<file path="config.mk">
export PLATFORM = sky130hd
export DESIGN_NAME = sns_ram
export DESIGN_NICKNAME = d
export VERILOG_FILES = /design/src/hw/rtl/sns_pkg.sv /design/src/hw/rtl/sns_ram.sv
export SDC_FILE = /design/constraint.sdc
export NUM_CORES = 1
export LEC_CHECK = 0
export BUFFER_PORTS_ARGS = -buffer_cell sky130_fd_sc_hd__buf_2
export CORE_MARGIN = 1
export CORE_UTILIZATION = 50
export CTS_BUF_LIST = sky130_fd_sc_hd__clkbuf_8
export DETAILED_ROUTE_END_ITERATION = 7
export HOLD_SLACK_MARGIN = 0.05
export PLACE_DENSITY = 0.7
export SETUP_SLACK_MARGIN = 0.05
export SLEW_MARGIN = 20
export SYNTH_ARGS = -nofsm -noshare
export SYNTH_HDL_FRONTEND = slang
export SYNTH_SLANG_ARGS = --single-unit
export TNS_END_PERCENT = 30
</file>
<file path="constraint.sdc">
create_clock -name clock -period 1.65 [get_ports clock]
set_input_delay 0.0825 -clock clock [delete_from_list [all_inputs] [get_ports clock]]
set_output_delay 0.0825 -clock clock [all_outputs]
set_load 0.005 [all_outputs]
</file>
<file path="src/hw/rtl/sns_pkg.sv">
// shared types and constants of the step sequencer note scheduler
package sns_pkg;

   localparam int STEP_COUNT_DEF   = 64;
   localparam int ENTRIES_DEF      = 64;
   localparam int LAYER_COUNT_DEF  = 4;
   localparam int OFF_SLOTS_DEF    = 16;
   localparam int MAX_OUT          = 64;
   localparam int CFG_COUNT        = 4;

   localparam logic [1:0] MODE_LOAD = 2'd0;
   localparam logic [1:0] MODE_TICK = 2'd1;
   localparam logic [1:0] MODE_STOP = 2'd2;

   localparam logic KIND_ON  = 1'b0;
   localparam logic KIND_OFF = 1'b1;

   typedef struct packed {
      logic [1:0] mode;
      logic [1:0] layer_sel;
      logic [5:0] entry_index;
      logic       entry_valid;
      logic [5:0] entry_step;
      logic [3:0] entry_channel;
      logic [6:0] entry_note;
      logic [6:0] entry_velocity;
      logic [6:0] entry_length;
   } req_type;

   typedef struct packed {
      logic       event_kind;
      logic [3:0] out_channel;
      logic [6:0] out_note;
      logic [6:0] out_velocity;
      logic       last_event;
      logic       events_dropped;
   } rsp_type;

   typedef struct packed {
      logic [1:0] index;
      logic [5:0] data;
   } csr_type;

   // buffered event: kind, channel, note, velocity
   typedef struct packed {
      logic       kind;
      logic [3:0] chan;
      logic [6:0] note;
      logic [6:0] vel;
   } event_type;

endpackage

</file>
<file path="src/hw/rtl/sns_ram.sv">
// simple dual port ram, one write and one registered read port
module sns_ram import sns_pkg::*; #(
   parameter int WIDTH = 8,
   parameter int DEPTH = 16,
   localparam int AW = (DEPTH > 1) ? $clog2(DEPTH) : 1
) (
   input  logic             clock,
   input  logic             we,
   input  logic [AW-1:0]    waddr,
   input  logic [WIDTH-1:0] wdata,
   input  logic [AW-1:0]    raddr,
   output logic [WIDTH-1:0] rdata_ff
);
   logic [WIDTH-1:0] mem [DEPTH];

   always_ff @(posedge clock) begin
      if (we) begin
         mem[waddr] <= wdata;
      end
      rdata_ff <= mem[raddr];
   end
endmodule

</file>
==> results by group, run 1 <==
Outcome
  • Status: complete, no violations

Global routing
  • Vias in the first global route: approximately 2500
  • Antenna violations before repair: 0
  • First-pass GRT wire length: ~14000 microns
  • GRT Util Overall: ~20%
  • Grt ovf: 0
  • Pin count of the biggest net entering global routing: 33

CTS
  • Setup Fix Bufs, Post-CTS: 0
  • H-tree depth: 4
  • CTS root buffer: clkbuf_8
  • CTS Buf Count: 17
  • Clock Latency Late Sink: 0.42 ns
  • CTS tree: built
  • Max Buffers Root-to-Sink: 2
  • Reg clk slew, reported paths: approximately 0.07 ns
  • Clk sinks: 136

Timing
  • Worst Skew: approximately 0.0073 ns
  • Max Slew Vio Count: 0
  • Actual slew at the worst max-slew pin: 0.420 ns
  • Peak Freq: between 700 and 800 MHz
  • Minimum clock period after layout: roughly 1.4 ns
  • Sum Neg Setup Slack: 0 ns
  • Worst rel slew slack: between 70% and 80%
  • Final hold vios: 0
  • Final period util: between 80% and 90%
  • RSZ-0062 raised after global routing: false
  • # setup viols final: 0

Routing
  • Total number of vias: 2457
  • Drt pass-1 iters: 4
  • Initial DRC Count: approximately 210
  • Routed vias/inst: about 5.6
  • Post-DR wirelength/cell: 20.9 microns
  • DRC: 0
  • Routed Antenna Nets: 0
  • Final wirelength: slightly above 9000 microns

Logic synthesis
  • Post-synth top area cell: edfxtp_1
  • Warnings from Yosys: 0
  • Syn_area_per_cell: ~22 sq um
  • Distinct cell type count after synthesis: 19
  • Synth Cell Area: 5150 sq um
  • Yosys reg bits: 136
  • Post-synthesis instance total: approximately 230
  • Post-synth net total: around 250
  • Register area share after synthesis: approximately 78%
  • Synth top area cells: edfxtp_1 75%, mux4_2 7.9%, mux4_1 7.1%
  • Synth top area share: between 70 and 80%

Finish
  • Area growth, synth to finish: 17.9%
  • # diodes: 0
  • Layout cell share with drive strength beyond 1: 32.4%
  • Cell area after layout: between 6000 and 7000 sq um
  • Final Net Count: 314

Setup path
  • Critical path type: flop to flop
  • Reg-to-reg critical path startpoint: mem[3][7]$_DFFE_PP_
  • Critical path endpoint category: flop
  • R2r setup slk: about 0.26 ns
  • Worst EP arrival: 1.69 ns
  • CP max FO: 1
  • Register-to-Register Path Depth: 3
  • Worst setup path startpoint: mem[3][7]$_DFFE_PP_
  • Reg-to-reg endpoint: rdata_ff[7]$_DFF_P_
  • CP required: between 1.5 and 2 ns
  • Startpoint types: flop

Min path
  • Worst hold path depth: 4
  • Hold WC Path Type: primary input to flop
  • Hold wc startpoint: raddr[2]
  • Min-Delay Endpoint: rdata_ff[5]$_DFF_P_

Floorplan
  • Initial Utilization: ~52%
  • Cell Rows: 36
  • Core area: 9860 sq um
  • I/O pin total: 26
  • Die Wd: a little over 100 microns
  • Total die area: 10700 sq um
  • Die Y: 103 microns

Power and ir drop
  • Peak VDD IR: between 0.5 and 0.6 mV
  • Leak: around 2.1 nW
  • Power Density: 1160 nW/um^2

Placed design
  • Placed standard-cell area: ~5600 sq um
  • GPL Wtd Cong: 0.720
  • Placed wire-length estimate: roughly 5900 microns
  • I/O Buffers: 25

Flow run
  • Max-capacitance violation count: 0
-- power breakdown --
part | internal, mW | leakage [nW] | switching [mW]
sequential | 3.86 | 1.22 | 0.0202
clock | 1.50 | 0.212 | 1.27
combinational | 0.177 | 0.650 | 0.198
-- logic make-up after synthesis --
group / Yosys count / share of synthesized area (%)
compound gates: 16 / 2.33
buf+inv: 10 / 1.68
mux: 32 / 15.0
simple gates: 35 / 3.18
flops: 136 / 77.8
-- Yosys cell counts --
cell and n:
mux4_1 14, edfxtp_1 128, nand2b_1 2, a22oi_1 16, nand2_1 9, nor2_1 13, nand3b_1 2, clkdlybuf4s25_2 3
nor2b_1 1, and2b_1 1, buf_6 3, mux4_2 18, dfxtp_1 8, nand3_1 1, buf_4 1, buf_2 3
and2_1 1, or3b_2 1, nor3_1 4
-- state kept, by name, summed over array words and instances, names as in the netlist --
register  count
mem         128
rdata_ff      8
-- worst max-delay path: stages (launching register included) --
cell and delay (ns):
edfxtp_1 0.38, mux4_2 0.48, a22oi_1 0.31, nand2_1 0.11
-- final cells by class --
cell class	instances	area (sq um)
Clock buffer	17	234
Fill cell	686	3790
Timing Repair Buffer	58	430
Multi-Input combinational cell	83	1060
Clock inverter	15	178
Sequential cell	136	4000
Tap cell	133	166
-- metal layers --
layer	up-vias	GRT usage (%)	routed length [microns]
met3	8	5.04	566
met2	89	30.0	4590
met5	-	0	0
met1	1247	27.5	3970
li1	1113	-	-
met4	0	8.23	97
-- cells in the final DEF, fill, tap and decap left out, drive strengths merged, types with 7 or more instances in the layout --
cell / Yosys / final
edfxtp: 128 / 128
buf: 7 / 50
mux4: 32 / 32
clkbuf: 0 / 17
a22oi: 16 / 16
nor2: 13 / 13
nand2: 9 / 9
dlygate4sd3: 0 / 8
dfxtp: 8 / 8
clkinv: 0 / 7
-- timing repair --
item,4_1_cts,5_1_grt
hold buffers,8,0
hold endpoints to repair,128,0
gates resized for setup,0,0
-- stage by stage --
step	setup slack (ns)	power, mW	hold WS, ns	util (%)	instances
floorplan	0.0746	4.15	0.181	-	229
global placement	0.171	4.31	0.460	56.5	402
detailed placement	0.136	4.32	0.468	56.5	402
CTS	0.262	7.09	0.133	61.5	442
global route	0.195	7.26	0.197	61.5	442
finish	0.260	7.03	0.153	61.5	442
-- how the worst max path moves through the flow --
stage,endpoint,slack (ns),cells past startpoint
3_3_place_gp,rdata_ff[1]$_DFF_P_,0.17,5
5_1_grt,rdata_ff[7]$_DFF_P_,0.20,3
3_5_place_dp,rdata_ff[1]$_DFF_P_,0.14,5
2_1_floorplan,mem[0][0]$_DFFE_PP_,0.07,2
4_1_cts,rdata_ff[7]$_DFF_P_,0.26,3
6_report,rdata_ff[7]$_DFF_P_,0.26,3
(Power assumes the default switching activity.)
==> run 2: changes to the inputs <==
Settings changed: PLACE_DENSITY 0.7 to 0.67.
Clock period 1.65 ns to 1.3 ns, I/O delays scaled along.
==> run 2 against run 1 <==
Against the previous run: sequential power increased by 27%; first-iteration DRC count increased by 1.9%; sequential cell count unchanged; utilization increased by 0.089 points; register-to-register slack got worse by 0.24 ns; die area unchanged; power increased by 21%; clock skew increased by 0.0054 ns; sequential share of layout area decreased by 0.095 points; worst hold slack improved by 0.0042 ns; global-route usage increased by 0.99 points.
==> results by group, run 2 (same netlist as run 1, synthesis figures left out) <==
Timing
  • Minimum clock period after layout: 1.28 ns
  • Final hold vios: 0
  • Final period util: a little over nine tenths
  • Worst Skew: roughly 0.013 ns
  • RSZ-0062 raised after global routing: true
  • Peak Freq: just under 800 MHz
  • Max Slew Vio Count: 0
  • # setup viols final: 0
  • Actual slew at the worst max-slew pin: ~1.0 ns
  • Worst rel slew slack: between 30% and 40%

Routing
  • Post-DR wirelength/cell: 21.8 microns
  • DRC: 0
  • Total number of vias: between 2000 and 3000
  • Final wirelength: roughly 9800 microns
  • Routed Antenna Nets: 0
  • Initial DRC Count: 215
  • Drt pass-1 iters: 7
  • Routed vias/inst: around 5.6

Finish
  • Layout cell share with drive strength beyond 1: roughly two fifths
  • Max FFs per register: around 130
  • Largest registers: mem (128), rdata_ff (8)
  • Commonest non-fill, non-tap cell in the layout: edfxtp_1
  • Most frequent cells in the layout: 128 x edfxtp_1, 28 x mux4_2, 28 x buf_4, 25 x buf_2, 21 x clkbuf_8
  • Area growth, synth to finish: 18.1%
  • Final Core Density: 61.6%
  • Biggest register: mem
  • # diodes: 0
  • Final Net Count: 320

Global routing
  • Antenna violations before repair: 0
  • Pin count of the biggest net entering global routing: 18
  • First-pass GRT wire length: 14600 microns
  • Grt ovf: 0
  • GRT Util Overall: between 20% and 30%
  • Vias in the first global route: approximately 2400

CTS
  • Clk sinks: roughly 140
  • Max Buffers Root-to-Sink: 2
  • Clock Latency Late Sink: around 0.43 ns
  • CTS Buf Count: 17
  • Setup Fix Bufs, Post-CTS: 0
  • CTS tree: built
  • CTS root buffer: clkbuf_8
  • H-tree depth: 4
  • Reg clk slew, reported paths: 0.07 ns

Placed design
  • GPL Wtd Cong: about 0.75
  • I/O Buffers: 25
  • Placed wire-length estimate: 6140 microns

Min path
  • Hold WC Path Type: primary input to flop

Setup path
  • CP max FO: 1
  • Worst EP arrival: ~1.6 ns
  • CP Cell Sequence: mux4_2 -> a22oi_2 -> buf_4 -> nand2_2
  • R2r setup slk: between 0.015 and 0.02 ns
  • CP required: approximately 1.6 ns
  • Critical path endpoint category: flop
  • Slowest cell on the critical path: mux4_2
  • Max incr delay on CP: roughly 0.50 ns
  • Critical path type: flop to flop
  • Startpoint types: flop

Floorplan
  • Total die area: approximately 11000 sq um
  • Initial Utilization: approximately 52%
  • Cell Rows: 36
  • Core area: about 9900 sq um
  • Die Wd: slightly above 100 microns
  • I/O pin total: 26
  • Die Y: between 100 and 150 microns

Power and ir drop
  • Peak VDD IR: around 0.61 mV
  • Leak: 2.08 nW
  • Power Density: 1400 nW/um^2
  • Total chip power: 8.53 mW

Flow run
  • Max-capacitance violation count: 0

Outcome
  • Status: complete, no violations
==> run 2: changes by cell type in the layout (fill, tap and decap cells not counted), sizes merged <==
cell | before | now
clkinvlp | 1 | 0
clkbuf | 17 | 21
inv | 4 | 7
bufinv | 3 | 1
clkinv | 7 | 3
buf | 50 | 56
==> run 2: stage by stage <==
stage          worst slack (ns)  cells  setup TNS (ns)  area (sq um)  hold WS (ns)
5_1_grt                 -0.0351    448         -0.0943          6080         0.146
6_report                 0.0162    448               0          6080         0.158
3_3_place_gp             -0.148    408           -2.08          5630         0.447
3_5_place_dp             -0.155    408           -2.24          5630         0.445
2_1_floorplan           -0.0311    229          -0.863          5150         0.164
4_1_cts                -0.00222    448        -0.00245          6060         0.151
==> run 2: cell type report <==
type	instances	area (sq um)
multi-input cells	83	1070
flip-flops and latches	136	4000
clock buffers	21	289
repair buffers	64	475
fillers	677	3790
well taps	133	166
clock inverters	11	71.3
==> run 2: routing by layer <==
metal	global-route usage, %	vias to the layer above	share of wire [%]
met3	6.05	16	6.9
met4	6.83	0	1.1
li1	-	1108	-
met2	31.4	101	49
met1	29.1	1280	43
met5	0	-	0
==> run 2: repair_timing <==
action / CTS / global route
setup endpoints to repair: 8 / 8
hold endpoints to repair: 128 / 0
hold buffers: 8 / 0
gates resized for setup: 8 / 12
pin swaps: 3 / 3
==> run 2: worst paths after layout <==
check | start | end | depth (start not counted)
worst min-delay path | raddr[1] | rdata_ff[4]$_DFF_P_ | 4
worst min register to register | mem[6][0]$_DFFE_PP_ | rdata_ff[0]$_DFF_P_ | 3
worst max-delay path | mem[6][6]$_DFFE_PP_ | rdata_ff[6]$_DFF_P_ | 4
worst max register to register | mem[6][6]$_DFFE_PP_ | rdata_ff[6]$_DFF_P_ | 4
==> run 2: worst max-delay path: cells and delay by family, from the launching register on <==
kind,cells,cell delay (ns)
muxes,1,0.50
DFF,1,0.38
buffers and inverters,1,0.14
AOI/OAI and AO/OA,1,0.13
and+or+nand+nor,1,0.04
==> run 2: power breakdown <==
group	switching, mW	internal (mW)	total [mW]
combinational	0.268	0.247	0.516
clock	1.43	1.66	3.08
sequential	0.0318	4.90	4.93
==> run 3: changes to the inputs <==
Settings changed: CORE_UTILIZATION 50 to 45, PLACE_DENSITY 0.67 to unset.
==> run 3 against run 2 <==
Against the previous run: the flow now finishes with violations (setup timing); sequential cell count is the same; combinational power grew 1%; clock-buffer cell count shrank 2; sequential share of layout area shrank 0.82 points; sequential power is essentially flat; setup slack lost 0.020 ns; final cell count grew 1.6%; global-route usage shrank 1.6 points; critical path type unchanged; critical endpoint unchanged; largest cell class unchanged; highest routed layer unchanged.
==> results by group, run 3 (same netlist as run 1, synthesis figures left out) <==
Outcome
  • Status: finished, violations left
  • Failing checks: setup timing

Setup path
  • CP required: 1.61 ns
  • Register-to-Register Path Depth: 3
  • Setup crit end: rdata_ff[6]$_DFF_P_
  • Worst EP arrival: 1.61 ns
  • Critical path endpoint category: flop
  • Reg-to-reg endpoint: rdata_ff[6]$_DFF_P_
  • Critical path type: flop to flop
  • R2r setup slk: -0.004 ns
  • Reg-to-reg critical path startpoint: mem[3][6]$_DFFE_PP_
  • Startpoint types: flop
  • CP max FO: 1
  • Worst setup path startpoint: mem[3][6]$_DFFE_PP_

Timing
  • Actual slew at the worst max-slew pin: roughly 1.1 ns
  • Worst rel slew slack: between 20% and 30%
  • RSZ-0062 raised after global routing: true
  • Minimum clock period after layout: around 1.3 ns
  • Final hold vios: 0
  • Max Slew Vio Count: 0
  • Final period util: 100%
  • Peak Freq: between 700 and 800 MHz
  • PnR worst setup slack: -0.00403 ns
  • # setup viols final: 2
  • Worst Skew: between 0.01 and 0.015 ns

Finish
  • # diodes: 0
  • Layout cell share with drive strength beyond 1: 36.8%
  • Biggest register: mem
  • Area growth, synth to finish: 19.6%
  • Most frequent cells in the layout: 128 x edfxtp_1, 26 x buf_4, 25 x buf_2, 24 x mux4_2, 19 x clkbuf_8
  • Max FFs per register: 128
  • Final Core Density: a little under three fifths
  • Largest registers: mem (128), rdata_ff (8)
  • Final Net Count: 320
  • Fillers: 855
  • Commonest non-fill, non-tap cell in the layout: edfxtp_1

Routing
  • Total number of vias: 2516
  • Drt pass-1 iters: 5
  • Final wirelength: 10200 microns
  • Initial DRC Count: about 140
  • DRC: 0
  • Routed Antenna Nets: 0
  • Routed vias/inst: approximately 5.5
  • Post-DR wirelength/cell: 22.3 microns

CTS
  • CTS tree: built
  • CTS root buffer: clkbuf_8
  • Setup Fix Bufs, Post-CTS: 0
  • Clk sinks: around 140
  • Clock Latency Late Sink: 0.43 ns
  • H-tree depth: 4
  • CTS Buf Count: 17
  • Reg clk slew, reported paths: ~0.080 ns
  • Max Buffers Root-to-Sink: 2

Power and ir drop
  • Power Density: approximately 1400 nW/um^2
  • Leak: roughly 2.1 nW
  • Peak VDD IR: 0.651 mV

Floorplan
  • I/O pin total: 26
  • Initial Utilization: about 47%
  • Die Y: 109 microns
  • Core area: between 10000 and 15000 sq um
  • Total die area: roughly 12000 sq um
  • Cell Rows: 38
  • Die Wd: 109 microns

Min path
  • Hold WC Path Type: primary input to flop

Placed design
  • I/O Buffers: 25
  • Setup WS pre-CTS: -0.266 ns
  • Placed wire-length estimate: roughly 6500 microns
  • GPL Wtd Cong: approximately 0.75

Global routing
  • Antenna violations before repair: 0
  • Pin count of the biggest net entering global routing: 20
  • GRT Util Overall: a little under a fifth
  • Grt ovf: 0
  • Vias in the first global route: 2575
  • First-pass GRT wire length: 15200 microns

Flow run
  • Max-capacitance violation count: 0
[run 3: changes by cell type in the layout (fill, tap and decap cells not counted), moves of 2 or more]
cell / change
inv_1: -3
mux4_2: -4
bufinv_16: +2
a22oi_1: +2
clkbuf_8: -2
clkinvlp_4: +2
buf_12: +2
a22oi_2: -2
buf_4: -2
mux4_1: +4
[run 3: area by class of cell]
type	count	area (sq um)	area share, %
clock buffer	19	262	4.25
timing repair buffer	64	500	8.13
clock inverter	13	139	2.26
sequential	136	4000	65.1
tap	140	175	2.85
multi-input combinational	83	1070	17.5
[run 3: routing by layer]
metal	track usage, %	up-vias	part of all wire (%)
met4	7.24	0	1.3
li1	-	1108	-
met2	28.7	68	48
met1	26.4	1323	47
met5	0	-	0
met3	5.38	17	3.9
[run 3: worst min path at each step]
stage          cells after the start  slack (ns)                 from                  end
3_5_place_dp                       1        0.44  rdata_ff[4]$_DFF_P_          rdata_ff[4]
5_1_grt                            3        0.16             waddr[0]  mem[0][6]$_DFFE_PP_
2_1_floorplan                      0        0.16             wdata[0]  mem[0][0]$_DFFE_PP_
6_report                           3        0.18             waddr[1]  mem[0][6]$_DFFE_PP_
3_3_place_gp                       1        0.45  rdata_ff[6]$_DFF_P_          rdata_ff[6]
4_1_cts                            3        0.15             waddr[1]  mem[0][6]$_DFFE_PP_
[run 3: repair_timing]
action                                  4_1_cts  5_1_grt
hold endpoints to repair                    128        0
gates cloned                                  0        0
hold buffers                                  8        0
endpoints found under the setup margin        8        8
resized for setup                             7        6
pin swaps                                     3        3
[run 3: report_power, final]
part / internal [mW] / leakage, nW / switching (mW) / total (mW)
sequential: 4.90 / 1.22 / 0.0272 / 4.92
clock: 1.95 / 0.214 / 1.50 / 3.45
combinational: 0.248 / 0.668 / 0.273 / 0.521
total: 7.10 / 2.11 / 1.80 / 8.90
[run 3: through the flow]
step	total power, mW	cells	TNS, ns	hold WS, ns	cell area (sq um)
6_report	8.90	455	-0.00577	0.176	6150
5_1_grt	9.18	455	-0.137	0.164	6150
2_1_floorplan	5.27	229	-0.863	0.164	5150
3_3_place_gp	5.50	415	-1.83	0.448	5660
4_1_cts	8.95	455	0	0.150	6160
3_5_place_dp	5.51	415	-2.05	0.445	5660
[run 3: critical path, cell delays in order (launching register included)]
cell,delay (ns)
edfxtp_1,0.37
mux4_2,0.50
a22oi_2,0.20
nand2_1,0.11
